--- config.mk ---
export PLATFORM = sky130hd
export DESIGN_NAME = psu_queue
export DESIGN_NICKNAME = d
export VERILOG_FILES = /design/src/rtl/core/png_scanline_unfilter_top_defines.svh /design/src/rtl/core/psu_pkg.sv /design/src/rtl/core/psu_queue.sv
export SDC_FILE = /design/constraint.sdc
export NUM_CORES = 1
export LEC_CHECK = 0
export BUFFER_PORTS_ARGS = -buffer_cell sky130_fd_sc_hd__buf_2
export CAP_MARGIN = 20
export CORE_MARGIN = 1.5
export CORE_UTILIZATION = 50
export CTS_CLUSTER_SIZE = 10
export DETAILED_ROUTE_END_ITERATION = 7
export MAX_ROUTING_LAYER = met4
export PLACE_DENSITY = 0.87
export SETUP_SLACK_MARGIN = 0.2
export SLEW_MARGIN = 20
export SYNTH_ARGS = -nofsm -noshare
export SYNTH_HDL_FRONTEND = slang
export SYNTH_SLANG_ARGS = --single-unit
--- constraint.sdc ---
create_clock -name clk_i -period 2.8 [get_ports clk_i]
set_input_delay 0.14 -clock clk_i [delete_from_list [all_inputs] [get_ports clk_i]]
set_output_delay 0.14 -clock clk_i [all_outputs]
set_load 0.05 [all_outputs]
--- src/rtl/core/png_scanline_unfilter_top_defines.svh ---
// ----------------------------------------------------------------------------
// PNG scanline unfilter: assertion macros
// Shared helpers for the concurrent checks in the unfilter RTL.
// ----------------------------------------------------------------------------
`ifndef PNG_SCANLINE_UNFILTER_TOP_DEFINES_SVH
`define PNG_SCANLINE_UNFILTER_TOP_DEFINES_SVH

// A property checked on every clock edge outside of reset.
`define PSU_ASSERT(name, prop, msg) \
  name: assert property (@(posedge clk_i) disable iff (!rst_ni) (prop)) else $error(msg);

// An implication checked on every clock edge outside of reset.
`define PSU_ASSERT_IMP(name, ante, cons, msg) \
  name: assert property (@(posedge clk_i) disable iff (!rst_ni) (ante) |-> (cons)) \
    else $error(msg);

`endif

--- src/rtl/core/psu_pkg.sv ---
// ----------------------------------------------------------------------------
// PNG scanline unfilter: shared package
// Types, codes and small helper functions used by the unfilter modules.
// ----------------------------------------------------------------------------
package psu_pkg;

  localparam int unsigned MAX_WIDTH_DEF = 4096;
  localparam int unsigned NUM_CH        = 4;
  localparam int unsigned CMP_W         = 17;
  localparam int unsigned QUEUE_DEPTH   = 2;

  typedef logic [7:0] byte_t;

  // Filter codes; anything above Paeth is kept as the invalid code.
  localparam logic [2:0] FILT_NONE  = 3'd0;
  localparam logic [2:0] FILT_SUB   = 3'd1;
  localparam logic [2:0] FILT_UP    = 3'd2;
  localparam logic [2:0] FILT_AVG   = 3'd3;
  localparam logic [2:0] FILT_PAETH = 3'd4;
  localparam logic [2:0] FILT_BAD   = 3'd5;

  // Color modes.
  localparam logic [2:0] MODE_GREY    = 3'd0;
  localparam logic [2:0] MODE_GREY_A  = 3'd1;
  localparam logic [2:0] MODE_RGB     = 3'd2;
  localparam logic [2:0] MODE_RGBA    = 3'd3;
  localparam logic [2:0] MODE_PALETTE = 3'd4;

  // Configuration register indexes.
  localparam logic [1:0] CFG_IMG_WIDTH  = 2'd0;
  localparam logic [1:0] CFG_IMG_HEIGHT = 2'd1;
  localparam logic [1:0] CFG_COLOR_MODE = 2'd2;

  // One classified stream byte on its way from the front to the back.
  typedef struct packed {
    logic       is_filter;
    logic [2:0] filt;
    logic [1:0] ch;
    logic       first_row;
    logic       pix_last;
    logic       row_last;
    logic       img_last;
    byte_t      data;
  } item_t;

  function automatic logic [2:0] mode_channels(input logic [2:0] mode);
    logic [2:0] n;
    unique case (mode)
      MODE_GREY_A: n = 3'd2;
      MODE_RGB:    n = 3'd3;
      MODE_RGBA:   n = 3'd4;
      default:     n = 3'd1;
    endcase
    return n;
  endfunction

  function automatic byte_t get_lane(input logic [31:0] w, input logic [1:0] ch);
    return w[{ch, 3'b000} +: 8];
  endfunction

  function automatic logic [31:0] put_lane(input logic [31:0] w, input logic [1:0] ch,
                                           input byte_t v);
    logic [31:0] r;
    r = w;
    r[{ch, 3'b000} +: 8] = v;
    return r;
  endfunction

  function automatic byte_t paeth_pick(input byte_t a, input byte_t b, input byte_t c);
    logic signed [10:0] sa, sb, sc, p, da, db, dc;
    byte_t pick;
    sa = signed'({3'b000, a});
    sb = signed'({3'b000, b});
    sc = signed'({3'b000, c});
    p  = sa + sb - sc;
    da = (p > sa) ? p - sa : sa - p;
    db = (p > sb) ? p - sb : sb - p;
    dc = (p > sc) ? p - sc : sc - p;
    if (da <= db && da <= dc) begin
      pick = a;
    end else if (db <= dc) begin
      pick = b;
    end else begin
      pick = c;
    end
    return pick;
  endfunction

endpackage

--- src/rtl/core/psu_queue.sv ---
// ----------------------------------------------------------------------------
// PNG scanline unfilter: item queue
// Short FIFO that lets the front end and the back end stall independently.
// ----------------------------------------------------------------------------
module psu_queue #(
  parameter int unsigned ADDR_W = 14
) (
  input  logic                clk_i,
  input  logic                rst_ni,
  input  logic                push_valid_i,
  output logic                push_ready_o,
  input  psu_pkg::item_t      push_item_i,
  input  logic [ADDR_W-1:0]   push_addr_i,
  output logic                pop_valid_o,
  input  logic                pop_ready_i,
  output psu_pkg::item_t      pop_item_o,
  output logic [ADDR_W-1:0]   pop_addr_o
);
  import psu_pkg::*;

  localparam int unsigned PTR_W = (QUEUE_DEPTH > 1) ? $clog2(QUEUE_DEPTH) : 1;
  localparam int unsigned CNT_W = $clog2(QUEUE_DEPTH + 1);

  item_t             items_q [QUEUE_DEPTH];
  logic [ADDR_W-1:0] addrs_q [QUEUE_DEPTH];
  logic [PTR_W-1:0]  wr_ptr_q, wr_ptr_d, rd_ptr_q, rd_ptr_d;
  logic [CNT_W-1:0]  count_q, count_d;
  logic              push, pop;

  assign push_ready_o = (count_q < CNT_W'(QUEUE_DEPTH));
  assign pop_valid_o  = (count_q != '0);
  assign push         = push_valid_i & push_ready_o;
  assign pop          = pop_valid_o & pop_ready_i;
  assign pop_item_o   = items_q[rd_ptr_q];
  assign pop_addr_o   = addrs_q[rd_ptr_q];

  always_comb begin
    wr_ptr_d = wr_ptr_q;
    rd_ptr_d = rd_ptr_q;
    count_d  = count_q;
    if (push) begin
      wr_ptr_d = (wr_ptr_q == PTR_W'(QUEUE_DEPTH - 1)) ? '0 : wr_ptr_q + PTR_W'(1);
    end
    if (pop) begin
      rd_ptr_d = (rd_ptr_q == PTR_W'(QUEUE_DEPTH - 1)) ? '0 : rd_ptr_q + PTR_W'(1);
    end
    if (push && !pop) begin
      count_d = count_q + CNT_W'(1);
    end else if (pop && !push) begin
      count_d = count_q - CNT_W'(1);
    end
  end

  always_ff @(posedge clk_i or negedge rst_ni) begin
    if (!rst_ni) begin
      wr_ptr_q <= '0;
      rd_ptr_q <= '0;
      count_q  <= '0;
    end else begin
      wr_ptr_q <= wr_ptr_d;
      rd_ptr_q <= rd_ptr_d;
      count_q  <= count_d;
    end
  end

  always_ff @(posedge clk_i) begin
    if (push) begin
      items_q[wr_ptr_q] <= push_item_i;
      addrs_q[wr_ptr_q] <= push_addr_i;
    end
  end

endmodule

### Word-level counts from Yosys, hierarchy flattened

Memories as Yosys holds them, arrays and structs flattened.
Index checks and enable logic that the tools add are counted.

* mux-type cells: 6
* reduce and logical (&&, ||, !) cells: 6
* magnitude comparators: 1
* bitwise gates (word level): 2
* $add $sub $neg: 4

Operators by type and width (count)
* $mux 1: 4
* $mux 2: 2
* $reduce_bool 2->1: 2
* $add 1x1->1 const B: 2
* $add 2x1->2 const B: 1
* $and 1x1->1: 2
* $logic_and 1x1->1: 2
* $logic_not 1->1: 2
* $lt 2x2->1 const B: 1
* $sub 2x1->2 const B: 1

* input port bits: 36
* memories kept: 2
* register bits after elaboration: 4
* memory bits (writable): 64
* word-level logic and storage cells: 24
* output and inout bits: 34

Memories
* items_q: depth 2, bits a word 18, read ports 1, clocked after Yosys merged registers in 0, wr ports 1, line psu_queue.sv:24 `item_t items_q [QUEUE_DEPTH];`
* addrs_q: depth 2, bits a word 14, read ports 1, clocked after Yosys merged registers in 0, wr ports 1, line psu_queue.sv:25 `logic [ADDR_W-1:0] addrs_q [QUEUE_DEPTH];`

### Logic depth before layout (Yosys ltp)

* depth in word-level cells: 6
* mapped depth: 6
* mapped depth without buffers: 6

### Worst setup path after synthesis

Ideal clock, no wire load.

* path type: register to register
* start point: register count_q[1]
* end point: memory addrs_q[0][0], enable pin
* stages on the path, launching flop included: 3
* buffers on the path: 0
* required time: 2375 ps
* data arrival time: 2084 ps
* path slack: 292 ps
* period minus slack after synthesis: 2508 ps
* setup time: 425 ps
* path through: dfrtp_1 > nor2b_1 > nor2b_1

* cells in the longest elaborated chain, start to end: 4

Ends and longest elaborated chain
* start, declared: line psu_queue.sv:27 `logic [CNT_W-1:0] count_q, count_d;`
* start signal, assigned: line psu_queue.sv:62 `count_q <= count_d;`
* $lt 2x2->1: line psu_queue.sv:30 `assign push_ready_o = (count_q < CNT_W'(QUEUE_DEPTH));`
* $and 1x1->1: line psu_queue.sv:32 `assign push = push_valid_i & push_ready_o;`
* named net push: line psu_queue.sv:28 `logic push, pop;`
* $mux 1: line psu_queue.sv:67 `if (push) begin`
* $mux 1 (not written as such): line psu_queue.sv:69 `addrs_q[wr_ptr_q] <= push_addr_i;`
* end, declared: line psu_queue.sv:25

The timed path passes the listed nets, and every way through them passes these cells.

==> out/metrics.yaml <==
clk_latency_ns: 0.32
dpl_cell_area_um2: 3060
syn_nets: 154
clock_power_share_pct: 18.4
p_seq_share_pct: 38.0
grt_start_max_net_pins: 33
syn_avg_cell_area_um2: 22.7
dieArea_um2: 5760
p_sw_mw: 1.47
hpwl_um: 2670
slew_viol_final: 0
grt_pass1_vias: 1293
critPathMaxFanout: 16
startpoint_type: "register"
vdd_drop_max_mv: 0.597
routabilityCongestion: 0.710
max_slew.worst_pin.slew_ns: 0.421
relSlewSlack_pct: 72.0
num_vias: 1369
cts_hold_buffers: 27
final-hold-violation-count: 0
cts_setup_buffers: 0
total_power_mw: 3.77
dp.cells: 256
hp-class: "primary input to register"
antenna_found_initial: 0
fin_nets: 261
synth_seq_area_share_pct: 76.2
syn_area_um2: 2660
status: "finished clean"
n_antenna_cell: 0
dieWidth_um: 75.9
cap_violations: 0
power.density_nw_per_um2: 1080
setup_slack_ns: 0.930
grt_first_pass_wirelength_um: 5980
firstDrtPassIters: 4
dieHeight_um: 75.9
netlist_instances: 117
p_leak_nw: 1.42
wire_per_inst_um: 14.1
cts.repair.resized: 0
routed_wl_um: 4170
netSwitchingFraction_pct: 39.1
clk_pin_slew_ns: 0.06
area_delta_synth_final_pct: 31.6
viasPerCell: 4.61
io_pins: 70
top_layer: "met4"
finalSetupViolCount: 0
place_ws_ns: 1.22
ys_top_cells_by_area: "edfxtp_1 (72%), mux2_4 (16%), dfrtp_1 (3.8%)"
route.met3.wl_um: 202
rows: 26
cts_made_buffers: 9
fill_cells: 345
clock_skew_ns: 0.00603
rsz0062_at_grt: "false"
start_util_pct: 52.0
worstSetupEndpointType: "output port"
tns_ns: 0
yosys.area.top_type: "edfxtp_1"
power_frac_comb_pct: 43.5
crit_required_ns: 2.66
final_util_pct: 68.4
yosysWarnings: 0
fin_crit_sh_pct: 66.8
drt_iter0_drc: 77
drc: 0
ctsRootBufferMaster: "clkbuf_8"
design_area_um2: 3490
worstSetupPathType: "register to output port"
ys_types: 15
hold_slack_ns: 0.0157
wl_met2_um: 2180
synth-seq-cells: 68
finalNonFillerCells: 297
htreeDepth: 3
fmax_mhz: 535
io_buffers: 69
drtAntennaViolNets: 0
cts_tree: "built"
p_int_mw: 2.30
drive_gt1_share_pct: 51.5
clock_path_buffers: 2
cp_data_arrival_time_ns: 1.73
gr-usage-all-layers_pct: 15.9
cts_sinks: 68
gr-total-overflow: 0
wl_met1_um: 1620
coreArea_um2: 5110
period_needed_ns: 1.87
synth_top_area_share_pct: 72.4
==> synth_stat cells <==
cell type and count:
dfrtp_1 4, buf_6 1, xor2_1 2, xnor2_1 3
nor2_1 1, mux2_2 3, or2_1 1, ha_1 1
nor2b_1 2, mux2_4 29, and2_1 1, buf_12 3
edfxtp_1 64, inv_1 1, nand2_1 1
==> final timing paths <==
| path | startpoint | end | slack (ns) | depth (start not counted) |
|---|---|---|---|---|
| max | rd_ptr_q | pop_item_o[1] | 0.93 | 3 |
| min | push_item_i[13] | items_q[1][13] | 0.02 | 1 |
| max reg2reg | count_q[1] | addrs_q[0][2] | 1.20 | 3 |
| min reg2reg | count_q[0] | count_q[0] | 0.52 | 1 |
| max in group asynchronous | rst_ni | rd_ptr_q | 2.52 | 2 |
| min in group asynchronous | rst_ni | wr_ptr_q | 0.15 | 2 |
==> area by class of cell <==
cell class              instances  area, µm²  share of cell area [%]
clock buffers                   9        124                    3.54
clock inverters                 5       45.0                    1.29
inverters                       1       3.75                   0.107
multi-input cells              44        566                    16.2
flip-flops and latches         68       2020                    57.9
well taps                      70       87.6                    2.51
repair buffers                100        646                    18.5
==> power groups by stage <==
| stage | logic [mW] | clock network (mW) | registers [mW] |
|---|---|---|---|
| after floorplan | 1.47 | 0 | 1.41 |
| after global placement | 1.61 | 0 | 1.45 |
| after detailed placement | 1.63 | 0 | 1.46 |
| after CTS | 1.66 | 0.712 | 1.44 |
| after global routing | 1.73 | 0.749 | 1.45 |
| final | 1.64 | 0.695 | 1.43 |
==> sequential cells by signal, indices dropped and copies added, names as in the netlist <==
name      flops
count_q       2
items_q      36
addrs_q      28
rd_ptr_q      1
wr_ptr_q      1
==> cell usage in the layout (no fill, tap or decap) <==
cell type / count
dlygate4sd3_1: 27
inv_1: 1
mux2_2: 3
buf_4: 4
dfrtp_2: 1
or2_1: 1
clkbuf_8: 9
nor2b_4: 1
edfxtp_1: 64
xor2_1: 2
nor2b_1: 1
bufinv_16: 1
mux2_4: 29
dfrtp_1: 3
and2_1: 1
nand2_1: 1
clkinv_1: 4
xnor2_1: 3
nor2_1: 1
ha_1: 1
buf_2: 69
==> logic make-up after synthesis <==
family	share of synthesized area (%)
DFF	76.2
muxes	17.7
and+or+nand+nor	1.23
xor gates and xnor gates	1.65
buffers and inverters	2.83
adders and majority gates	0.471
==> metal layers <==
layer	up-vias	global-route usage, %
met4	0	14.1
met5	-	-
li1	663	-
met2	57	24.3
met1	635	16.9
met3	14	4.23
==> critical path: stages (launching register included) <==
cell and delay, ns:
dfrtp_2 0.51, buf_4 0.34, mux2_4 0.34, buf_2 0.21
Note: power is estimated with default switching activity, not from simulation.
