==> src/rtl/core/png_scanline_unfilter_top_defines.svh <==
// ----------------------------------------------------------------------------
// PNG scanline unfilter: assertion macros
// Shared helpers for the concurrent checks in the unfilter RTL.
// ----------------------------------------------------------------------------
`ifndef PNG_SCANLINE_UNFILTER_TOP_DEFINES_SVH
`define PNG_SCANLINE_UNFILTER_TOP_DEFINES_SVH

// A property checked on every clock edge outside of reset.
`define PSU_ASSERT(name, prop, msg) \
  name: assert property (@(posedge clk_i) disable iff (!rst_ni) (prop)) else $error(msg);

// An implication checked on every clock edge outside of reset.
`define PSU_ASSERT_IMP(name, ante, cons, msg) \
  name: assert property (@(posedge clk_i) disable iff (!rst_ni) (ante) |-> (cons)) \
    else $error(msg);

`endif

==> src/rtl/core/psu_pkg.sv <==
// ----------------------------------------------------------------------------
// PNG scanline unfilter: shared package
// Types, codes and small helper functions used by the unfilter modules.
// ----------------------------------------------------------------------------
package psu_pkg;

  localparam int unsigned MAX_WIDTH_DEF = 4096;
  localparam int unsigned NUM_CH        = 4;
  localparam int unsigned CMP_W         = 17;
  localparam int unsigned QUEUE_DEPTH   = 2;

  typedef logic [7:0] byte_t;

  // Filter codes; anything above Paeth is kept as the invalid code.
  localparam logic [2:0] FILT_NONE  = 3'd0;
  localparam logic [2:0] FILT_SUB   = 3'd1;
  localparam logic [2:0] FILT_UP    = 3'd2;
  localparam logic [2:0] FILT_AVG   = 3'd3;
  localparam logic [2:0] FILT_PAETH = 3'd4;
  localparam logic [2:0] FILT_BAD   = 3'd5;

  // Color modes.
  localparam logic [2:0] MODE_GREY    = 3'd0;
  localparam logic [2:0] MODE_GREY_A  = 3'd1;
  localparam logic [2:0] MODE_RGB     = 3'd2;
  localparam logic [2:0] MODE_RGBA    = 3'd3;
  localparam logic [2:0] MODE_PALETTE = 3'd4;

  // Configuration register indexes.
  localparam logic [1:0] CFG_IMG_WIDTH  = 2'd0;
  localparam logic [1:0] CFG_IMG_HEIGHT = 2'd1;
  localparam logic [1:0] CFG_COLOR_MODE = 2'd2;

  // One classified stream byte on its way from the front to the back.
  typedef struct packed {
    logic       is_filter;
    logic [2:0] filt;
    logic [1:0] ch;
    logic       first_row;
    logic       pix_last;
    logic       row_last;
    logic       img_last;
    byte_t      data;
  } item_t;

  function automatic logic [2:0] mode_channels(input logic [2:0] mode);
    logic [2:0] n;
    unique case (mode)
      MODE_GREY_A: n = 3'd2;
      MODE_RGB:    n = 3'd3;
      MODE_RGBA:   n = 3'd4;
      default:     n = 3'd1;
    endcase
    return n;
  endfunction

  function automatic byte_t get_lane(input logic [31:0] w, input logic [1:0] ch);
    return w[{ch, 3'b000} +: 8];
  endfunction

  function automatic logic [31:0] put_lane(input logic [31:0] w, input logic [1:0] ch,
                                           input byte_t v);
    logic [31:0] r;
    r = w;
    r[{ch, 3'b000} +: 8] = v;
    return r;
  endfunction

  function automatic byte_t paeth_pick(input byte_t a, input byte_t b, input byte_t c);
    logic signed [10:0] sa, sb, sc, p, da, db, dc;
    byte_t pick;
    sa = signed'({3'b000, a});
    sb = signed'({3'b000, b});
    sc = signed'({3'b000, c});
    p  = sa + sb - sc;
    da = (p > sa) ? p - sa : sa - p;
    db = (p > sb) ? p - sb : sb - p;
    dc = (p > sc) ? p - sc : sc - p;
    if (da <= db && da <= dc) begin
      pick = a;
    end else if (db <= dc) begin
      pick = b;
    end else begin
      pick = c;
    end
    return pick;
  endfunction

endpackage

==> src/rtl/core/psu_front.sv <==
// ----------------------------------------------------------------------------
// PNG scanline unfilter: front end
// Accepts stream bytes, tracks channel, column and row, and tags each byte.
// ----------------------------------------------------------------------------
module psu_front #(
  parameter int unsigned MAX_WIDTH = psu_pkg::MAX_WIDTH_DEF,
  parameter int unsigned COL_W     = 12,
  parameter int unsigned ADDR_W    = 14
) (
  input  logic                clk_i,
  input  logic                rst_ni,
  input  logic                s_valid_i,
  output logic                s_ready_o,
  input  psu_pkg::byte_t      s_data_i,
  input  logic [12:0]         cfg_width_i,
  input  logic [15:0]         cfg_height_i,
  input  logic [2:0]          cfg_mode_i,
  output logic                push_valid_o,
  input  logic                push_ready_i,
  output psu_pkg::item_t      push_item_o,
  output logic [ADDR_W-1:0]   push_addr_o
);
  import psu_pkg::*;

  logic             expect_q, expect_d;
  logic [2:0]       filt_q, filt_d;
  logic [COL_W-1:0] col_q, col_d;
  logic [1:0]       ch_q, ch_d;
  logic [15:0]      row_q, row_d;

  logic             accept;
  logic [CMP_W-1:0] width_raw, width_eff, col_next;
  logic [16:0]      row_next;
  logic [2:0]       nch;
  logic             pix_last, row_last, img_last;
  logic [2:0]       filt_code;

  assign s_ready_o    = push_ready_i;
  assign push_valid_o = s_valid_i;
  assign accept       = s_valid_i & push_ready_i;

  always_comb begin
    width_raw = CMP_W'(cfg_width_i);
    if (width_raw == '0) begin
      width_eff = CMP_W'(1);
    end else if (width_raw > CMP_W'(MAX_WIDTH)) begin
      width_eff = CMP_W'(MAX_WIDTH);
    end else begin
      width_eff = width_raw;
    end
    col_next  = CMP_W'(col_q) + CMP_W'(1);
    row_next  = {1'b0, row_q} + 17'd1;
    nch       = mode_channels(cfg_mode_i);
    pix_last  = ({1'b0, ch_q} + 3'd1) >= nch;
    row_last  = pix_last & (col_next >= width_eff);
    // A height of zero behaves as one since the compare is then always true.
    img_last  = row_last & (row_next >= {1'b0, cfg_height_i});
    filt_code = (s_data_i > 8'd4) ? FILT_BAD : s_data_i[2:0];
  end

  always_comb begin
    push_item_o.is_filter = expect_q;
    push_item_o.filt      = expect_q ? filt_code : filt_q;
    push_item_o.ch        = ch_q;
    push_item_o.first_row = (row_q == '0);
    push_item_o.pix_last  = pix_last;
    push_item_o.row_last  = row_last;
    push_item_o.img_last  = img_last;
    push_item_o.data      = s_data_i;
    push_addr_o           = ADDR_W'({col_q, ch_q});
  end

  always_comb begin
    expect_d = expect_q;
    filt_d   = filt_q;
    col_d    = col_q;
    ch_d     = ch_q;
    row_d    = row_q;
    if (accept) begin
      if (expect_q) begin
        expect_d = 1'b0;
        filt_d   = filt_code;
        col_d    = '0;
        ch_d     = '0;
      end else if (!pix_last) begin
        ch_d = ch_q + 2'd1;
      end else begin
        ch_d = '0;
        if (row_last) begin
          col_d    = '0;
          expect_d = 1'b1;
          row_d    = img_last ? '0 : row_next[15:0];
        end else begin
          col_d = col_q + COL_W'(1);
        end
      end
    end
  end

  always_ff @(posedge clk_i or negedge rst_ni) begin
    if (!rst_ni) begin
      expect_q <= 1'b1;
      filt_q   <= FILT_NONE;
      col_q    <= '0;
      ch_q     <= '0;
      row_q    <= '0;
    end else begin
      expect_q <= expect_d;
      filt_q   <= filt_d;
      col_q    <= col_d;
      ch_q     <= ch_d;
      row_q    <= row_d;
    end
  end

endmodule

==> config.mk <==
export PLATFORM = sky130hd
export DESIGN_NAME = psu_front
export DESIGN_NICKNAME = d
export VERILOG_FILES = /design/src/rtl/core/png_scanline_unfilter_top_defines.svh /design/src/rtl/core/psu_pkg.sv /design/src/rtl/core/psu_front.sv
export SDC_FILE = /design/constraint.sdc
export NUM_CORES = 1
export LEC_CHECK = 0
export BUFFER_PORTS_ARGS = -buffer_cell sky130_fd_sc_hd__buf_2
export CAP_MARGIN = 20
export CORE_MARGIN = 5
export CORE_UTILIZATION = 50
export DETAILED_ROUTE_END_ITERATION = 10
export PLACE_DENSITY = 0.83
export SYNTH_ARGS = -nofsm -noshare
export SYNTH_HDL_FRONTEND = slang
export SYNTH_SLANG_ARGS = --single-unit
export TNS_END_PERCENT = 20
==> constraint.sdc <==
create_clock -name clk_i -period 8.7 [get_ports clk_i]
set_clock_uncertainty 0.1 [all_clocks]
set_input_delay 1.305 -clock clk_i [delete_from_list [all_inputs] [get_ports clk_i]]
set_output_delay 1.305 -clock clk_i [all_outputs]
set_load 0.05 [all_outputs]
Word-level counts from Yosys, hierarchy flattened
Index checks and enable logic that the tools add are counted.
{"block": "totals", "register_bits": 34, "output_inout_bits": 34}
{"block": "op_classes", "addsub": 5, "order_cmp": 5, "eq_ne": 3, "mux": 14, "bitwise_logic": 4, "n_reduce_logical": 5}
{"operator": "$mux W12", "n": 3}
{"operator": "$add A16 B1 Y17 const B", "n": 1}
{"operator": "$ge A13 B17 Y1", "n": 1}
{"operator": "$ge A17 B16 Y1", "n": 1}
{"operator": "$mux W17", "n": 1}
{"operator": "$logic_not A16 Y1", "n": 1}
{"operator": "$mux W16", "n": 1}
{"operator": "$add A12 B1 Y13 const B", "n": 1}
{"operator": "$gt A13 B13 Y1 const B", "n": 1}
{"operator": "$logic_not A13 Y1", "n": 1}
{"operator": "$mux W13", "n": 1}
{"operator": "$add A12 B1 Y12 const B", "n": 1}
{"operator": "$pmux W3 S3", "n": 1}
{"operator": "$gt A8 B3 Y1 const B", "n": 1}
{"operator": "$eq A3 B2 Y1 const B", "n": 2}
{"operator": "$mux W3", "n": 2}
{"operator": "$mux W2", "n": 2}
{"operator": "$reduce_and A4 Y1", "n": 1}
{"operator": "$add A2 B1 Y3 const B", "n": 1}
{"operator": "$and A1 B1 Y1", "n": 3}
{"operator": "$eq A3 B1 Y1 const B", "n": 1}
{"operator": "$ge A3 B3 Y1", "n": 1}
{"operator": "$mux W1", "n": 3}
{"operator": "$add A2 B1 Y2 const B", "n": 1}
{"operator": "other kinds (3)", "n": 3}

Logic depth before layout (Yosys ltp)
Gate-level depths: netlist (run 1).
{"block": "logic_depth", "word_depth": 8, "mapped_depth": 14, "depth_no_buf": 13}

Least setup slack after synthesis (run 1)
Ideal clock, no wire load.
{"block": "synth_timing", "path_type": "in2out", "start": "input cfg_width_i[12]", "end": "output push_item_o[8] (netlist bit)", "arrival_ns": 3.266, "required_time_ns": 7.295, "setup_slack_ns": 4.029, "stages": 11, "path_buffers": 2, "cell_sequence": "inv_1 -> clkbuf_1 -> nand2_1 -> ha_1 -> o2111ai_1 -> and3_1 -> or2_2 -> o21a_1 -> nor2_1 -> and2_1 -> buf_4"}
{"block": "synth_between", "elab_chain_cells": 6, "word_cells_on_any_way": 7}
{"element": "from (decl)", "line_no": "psu_front.sv:15", "source": "input logic [12:0] cfg_width_i,"}
{"element": "$gt A13 B13 Y1", "line_no": "psu_front.sv:46", "source": "end else if (width_raw > CMP_W'(MAX_WIDTH)) begin"}
{"element": "$mux W13", "line_no": "psu_front.sv:46"}
{"element": "$mux W17 (*)", "line_no": "psu_front.sv:44", "source": "if (width_raw == '0) begin"}
{"element": "$ge A13 B17 Y1 (*)", "line_no": "psu_front.sv:55", "source": "row_last = pix_last & (col_next >= width_eff);"}
{"element": "$and A1 B1 Y1 (*)", "line_no": "psu_front.sv:55"}
{"element": "named net row_last", "line_no": "psu_front.sv:35", "source": "logic pix_last, row_last, img_last;"}
{"element": "$and A1 B1 Y1 (*)", "line_no": "psu_front.sv:57", "source": "img_last = row_last & (row_next >= {1'b0, cfg_height_i});"}
{"element": "to (decl)", "line_no": "psu_front.sv:20", "source": "output psu_pkg::item_t push_item_o,"}
The timed path passes the listed nets; every way through them passes the cells marked *.

==> results of run 1 <==
==> cell usage in the layout (no fill, tap or decap), types with 9 or more instances in the layout <==
cell type | Yosys | routed
xor2_1 | 12 | 12
o21ai_0 | 13 | 13
nand2b_1 | 10 | 10
a21oi_1 | 12 | 12
nor3_1 | 9 | 9
nor2_1 | 20 | 20
buf_2 | 0 | 77
nand3_1 | 12 | 12
dfrtp_1 | 33 | 33
nand2_1 | 55 | 55
ha_1 | 36 | 36
inv_1 | 23 | 23
==> state kept, by name (all words and copies together) (netlist names) <==
register / flops
ch_q: 2
expect_q: 1
row_q: 16
col_q: 12
filt_q: 3
==> final cells by class <==
class	instances	area, µm²
inverter	23	86.3
sequential	34	852
clock inverter	1	5.00
tap	75	93.8
clock buffer	7	86.3
fill	534	2460
multi-input combinational	274	1880
timing repair buffer	77	385
==> stage by stage <==
stage / hold slack [ns] / worst slack (ns) / power (mW)
2_1_floorplan: 0.350 / 4.03 / 0.464
3_3_place_gp: 0.366 / 3.84 / 0.522
3_5_place_dp: 0.370 / 3.79 / 0.531
4_1_cts: 0.387 / 3.74 / 0.654
5_1_grt: 0.422 / 3.39 / 0.696
6_report: 0.384 / 3.70 / 0.647
==> worst register-to-register path, stage by stage (launching register included) <==
cell	delay (ns)
dfrtp_1	0.46
ha_1	0.25
nand3_1	0.16
nor2_1	0.23
and3_1	0.31
xor2_1	0.11
ha_1	0.35
o2111ai_1	0.12
and3_1	0.20
or4_1	0.47
o21ba_2	0.36
or2_1	0.42
o31ai_2	0.22
==> kinds of logic after synthesis <==
logic type | share of synthesized area, %
buffers and inverters | 8.43
xor gates and xnor gates | 5.87
muxes | 0.377
DFF | 28.6
AOI/OAI and AO/OA | 17.8
adders and majority gates | 15.1
and+or+nand+nor | 23.9
==> routing by layer <==
layer,track usage [%],part of all wire [%],wire [µm]
met4,5.44,1.1,75
met5,0,0,0
met1,22.9,45,3010
met3,3.41,6.1,414
met2,31.9,48,3250
==> report_power, final <==
part / total [mW] / switching (mW) / internal (mW)
sequential: 0.211 / 0.0303 / 0.181
combinational: 0.315 / 0.219 / 0.0957
clock: 0.120 / 0.0566 / 0.0639
==> final timing paths <==
path	slack, ns	cells past startpoint	to
min	0.38	2	filt_q[0]$_DFFE_PN0P_
min reg2reg	0.38	2	filt_q[0]$_DFFE_PN0P_
max in group asynchronous	7.01	1	col_q[1]$_DFFE_PN0P_
min in group asynchronous	1.00	1	row_q[4]$_DFFE_PN0P_
max reg2reg	4.84	12	row_q[11]$_DFFE_PN0P_
max	3.70	13	push_item_o[8]
==> flow_summary.json, run 1 <==
{
  "ys_types": 49,
  "slowest_delay_ns": 0.46,
  "antenna_left": 0,
  "syn-num-nets": 435,
  "first_iter_violations": 144,
  "critical_path_arrival_ns": 3.59,
  "path_clk_slew_ns": 0.07,
  "max_freq_mhz": 200,
  "synth-main-ff-cell": "dfrtp_1",
  "report.final.slew_viol_count": 0,
  "grt_pass1_vias": 2561,
  "place_area_um2": 3300,
  "nets": 495,
  "cellPowerDensity_nw_per_um2": 191,
  "n_antenna_cell": 0,
  "post_cts_buffers": 0,
  "cp_top_family": "simple AND/OR/NAND/NOR gates",
  "rows": 28,
  "critPathSlowestCell": "dfrtp_1",
  "relSlewSlack_pct": 48.6,
  "synth_seq_area_share_pct": 28.6,
  "cts_sinks": 34,
  "fin_setup_tns_ns": 0,
  "layout_min_cycle_time_ns": 5.00,
  "numPortBuffers": 77,
  "drive_above_1_share_pct": 23.1,
  "io_pins": 78,
  "htree_levels": 2,
  "root_buffer": "clkbuf_8",
  "initial_utilization_pct": 51.0,
  "synth_async_sr_flop_share_pct": 100,
  "outcome": "finished clean",
  "dp_hpwl_um": 5360,
  "syn_inst": 355,
  "required_ns": 7.30,
  "min_from": "filt_q[0]$_DFFE_PN0P_",
  "crit_start": "col_q[0]$_DFFE_PN0P_",
  "fin_crit_sh_pct": 57.4,
  "worstPathCellList": "ha_1 > nand3_1 > nor2_1 > and3_1 > xor2_1 > ha_1 > o2111ai_1 > and3_1 > or2_2 > o21a_1 > nor2_1 > and2_1 > buf_2",
  "drc": 0,
  "grt_max_degree": 35,
  "fp.dieW_um": 87.3,
  "max_cap_viol_count": 0,
  "grt_first_pass_wirelength_um": 11400,
  "wl_per_cell_um": 13.7,
  "endpoint_kind": "primary output",
  "synth_edf_count": 0,
  "final_util_pct": 57.9,
  "dieArea_um2": 7610,
  "vias": 2720,
  "syn2layout_area_growth_pct": 13.6,
  "cts_buffers": 5,
  "cts_resized": 0,
  "clkLatencyLatePin_ns": 0.28,
  "final_area_um2": 3390,
  "ys_seq_elements": 34,
  "viasPerCell": 5.54,
  "hold_viol_final": 0,
  "cts_max_path_buffers": 2,
  "grt_overflow": 0,
  "hold_class": "reg2reg",
  "syn_avg_cell_area_um2": 8.41,
  "die_y_um": 87.3,
  "yosys_warnings": 0,
  "routabilityCongestion": 0.861,
  "yosys-top-cells-area": "dfrtp_1, ha_1, nand2_1",
  "dpl.cell_count": 483,
  "crit_type": "reg2out",
  "cts_tree": "yes",
  "cp_max_fo": 7,
  "synth_commonest_cells": "nand2_1, ha_1, dfrtp_1",
  "yosys.area.top_type_share_pct": 27.7,
  "cp_num_buf_inv": 1,
  "ir_drop_mv": 0.149,
  "synth_area_um2": 2980,
  "rsz0062_at_grt": "false",
  "timing.rr.start": "col_q[0]$_DFFE_PN0P_",
  "p_leak_nw": 1.82,
  "dr.pass1.iters": 4,
  "tightest_slew_ns": 0.767,
  "cts_hold_repair.buffers": 0,
  "fin_cells": 491,
  "coreArea_um2": 5850,
  "synth_top_area_cell": "dfrtp_1",
  "finalSetupViolations": 0,
  "synth_most_common_cell": "nand2_1",
  "routed_wirelength_um": 6750,
  "antenna_found_initial": 0,
  "cp-start-kind": "register",
  "track_usage_pct": 18.3
}
No activity file was read; power rests on OpenSTA's default activity.
==> inputs of run 2 (changes only) <==
clock period = 5.1 ns   (was 8.7 ns; I/O delays follow)
==> flow_summary.json, run 2 (synthesis gave the netlist of run 1 again) <==
{
  "relSlewSlack_pct": 49.3,
  "grt_pass1_vias": 2666,
  "fin_crit_sh_pct": 87.0,
  "fp.dieW_um": 87.3,
  "drive_above_1_share_pct": 23.3,
  "reg2regPathDepth": 12,
  "cp.depth": 13,
  "antenna_found_initial": 0,
  "critPathSlowestCell": "dfrtp_1",
  "min_from": "filt_q[2]$_DFFE_PN0P_",
  "first_iter_violations": 122,
  "vias": 2739,
  "cts_tree": "yes",
  "routabilityCongestion": 0.886,
  "post_cts_buffers": 0,
  "cp_top_family": "simple AND/OR/NAND/NOR gates",
  "path_clk_slew_ns": 0.08,
  "htree_levels": 2,
  "io_pins": 78,
  "viasPerCell": 5.58,
  "grt_overflow": 0,
  "required_ns": 4.24,
  "root_buffer": "clkbuf_8",
  "outcome": "finished clean",
  "layout_min_cycle_time_ns": 4.44,
  "largest_register_ffs": 16,
  "track_usage_pct": 18.5,
  "nets": 495,
  "whs_path_depth": 2,
  "cp-start-kind": "register",
  "dieArea_um2": 7610,
  "max_cap_viol_count": 0,
  "cts_buffers": 5,
  "reg.largest.list": "row_q x16, col_q x12, filt_q x3",
  "max_freq_mhz": 225,
  "initial_utilization_pct": 51.0,
  "nFillCells": 511,
  "drc": 0,
  "final_cell_mix": "buf_2, nand2_1, ha_1",
  "numPortBuffers": 77,
  "routed_wirelength_um": 6970,
  "syn2layout_area_growth_pct": 15.1,
  "largest_register": "row_q",
  "dr.pass1.iters": 4,
  "coreArea_um2": 5850,
  "die_y_um": 87.3,
  "hold_slack_ns": 0.392,
  "finalSetupViolations": 0,
  "rsz0062_at_grt": "false",
  "timing.rr.start": "col_q[0]$_DFFE_PN0P_",
  "worstPathCellList": "ha_1 > nand3_1 > nor2_1 > and3_1 > xor2_1 > ha_1 > o2111ai_1 > and3_1 > or2_2 > o21a_1 > nor2_1 > and2_1 > buf_2",
  "crit_start": "col_q[0]$_DFFE_PN0P_",
  "cts_max_path_buffers": 2,
  "p_total_mw": 1.20,
  "report.final.slew_viol_count": 0,
  "wl_per_cell_um": 14.2,
  "cts_sinks": 34,
  "grt_max_degree": 35,
  "slowest_delay_ns": 0.46,
  "ir_drop_mv": 0.217,
  "cts_resized": 0,
  "hold_class": "reg2reg",
  "hold_viol_final": 0,
  "clkLatencyLatePin_ns": 0.29,
  "p_leak_nw": 1.84,
  "dp_hpwl_um": 5480,
  "cts_hold_repair.buffers": 0,
  "grt_first_pass_wirelength_um": 11600,
  "fin_setup_tns_ns": 0,
  "cp_max_fo": 7,
  "cp_num_buf_inv": 1,
  "rows": 28,
  "critical_path_arrival_ns": 3.57,
  "final_common_cell": "buf_2",
  "antenna_left": 0,
  "cellPowerDensity_nw_per_um2": 349,
  "endpoint_kind": "primary output",
  "tightest_slew_ns": 0.757,
  "n_antenna_cell": 0,
  "crit_type": "reg2out"
}
==> run 2: worst paths after layout <==
path | slack, ns | to
min in group asynchronous | 0.44 | row_q[2]$_DFFE_PN0P_
min | 0.39 | filt_q[2]$_DFFE_PN0P_
max in group asynchronous | 3.96 | col_q[3]$_DFFE_PN0P_
max reg2reg | 1.21 | row_q[13]$_DFFE_PN0P_
max | 0.66 | push_item_o[8]
min reg2reg | 0.39 | filt_q[2]$_DFFE_PN0P_
==> run 2: area by class of cell <==
| class | count | area (µm²) | share of cell area [%] |
|---|---|---|---|
| clock buffer | 5 | 68.8 | 2.00 |
| clock inverter | 3 | 68.8 | 2.00 |
| inverter | 23 | 86.3 | 2.51 |
| multi-input combinational | 274 | 1880 | 54.7 |
| sequential | 34 | 852 | 24.8 |
| tap | 75 | 93.8 | 2.73 |
| timing repair buffer | 77 | 385 | 11.2 |
==> run 2: stage by stage <==
stage / setup slack, ns / instances / instance area, µm² / utilization, %
2_1_floorplan: 1.02 / 355 / 2980 / -
3_3_place_gp: 1.13 / 483 / 3300 / 56.4
3_5_place_dp: 0.991 / 483 / 3300 / 56.4
4_1_cts: 0.650 / 491 / 3440 / 58.7
5_1_grt: 0.394 / 491 / 3440 / 58.7
6_report: 0.665 / 491 / 3440 / 58.7
==> run 2: metal layers <==
metal	part of all wire (%)	wire (µm)	up-vias	global-route usage, %
li1	-	-	1373	-
met3	7.3	508	18	3.22
met2	47	3270	101	30.3
met4	2.2	155	0	6.56
met1	44	3040	1247	24.4
met5	0	0	-	0
==> run 2: report_power, final <==
part | switching, mW | leakage (nW) | internal (mW)
Clock | 0.105 | 0.0683 | 0.196
Combinational | 0.378 | 1.34 | 0.162
Sequential | 0.0506 | 0.433 | 0.309
==> run 2: worst min-delay path: stages, from the launching register on <==
cell and delay, ns:
dfrtp_1 0.35, nand2_1 0.05, o31ai_1 0.05
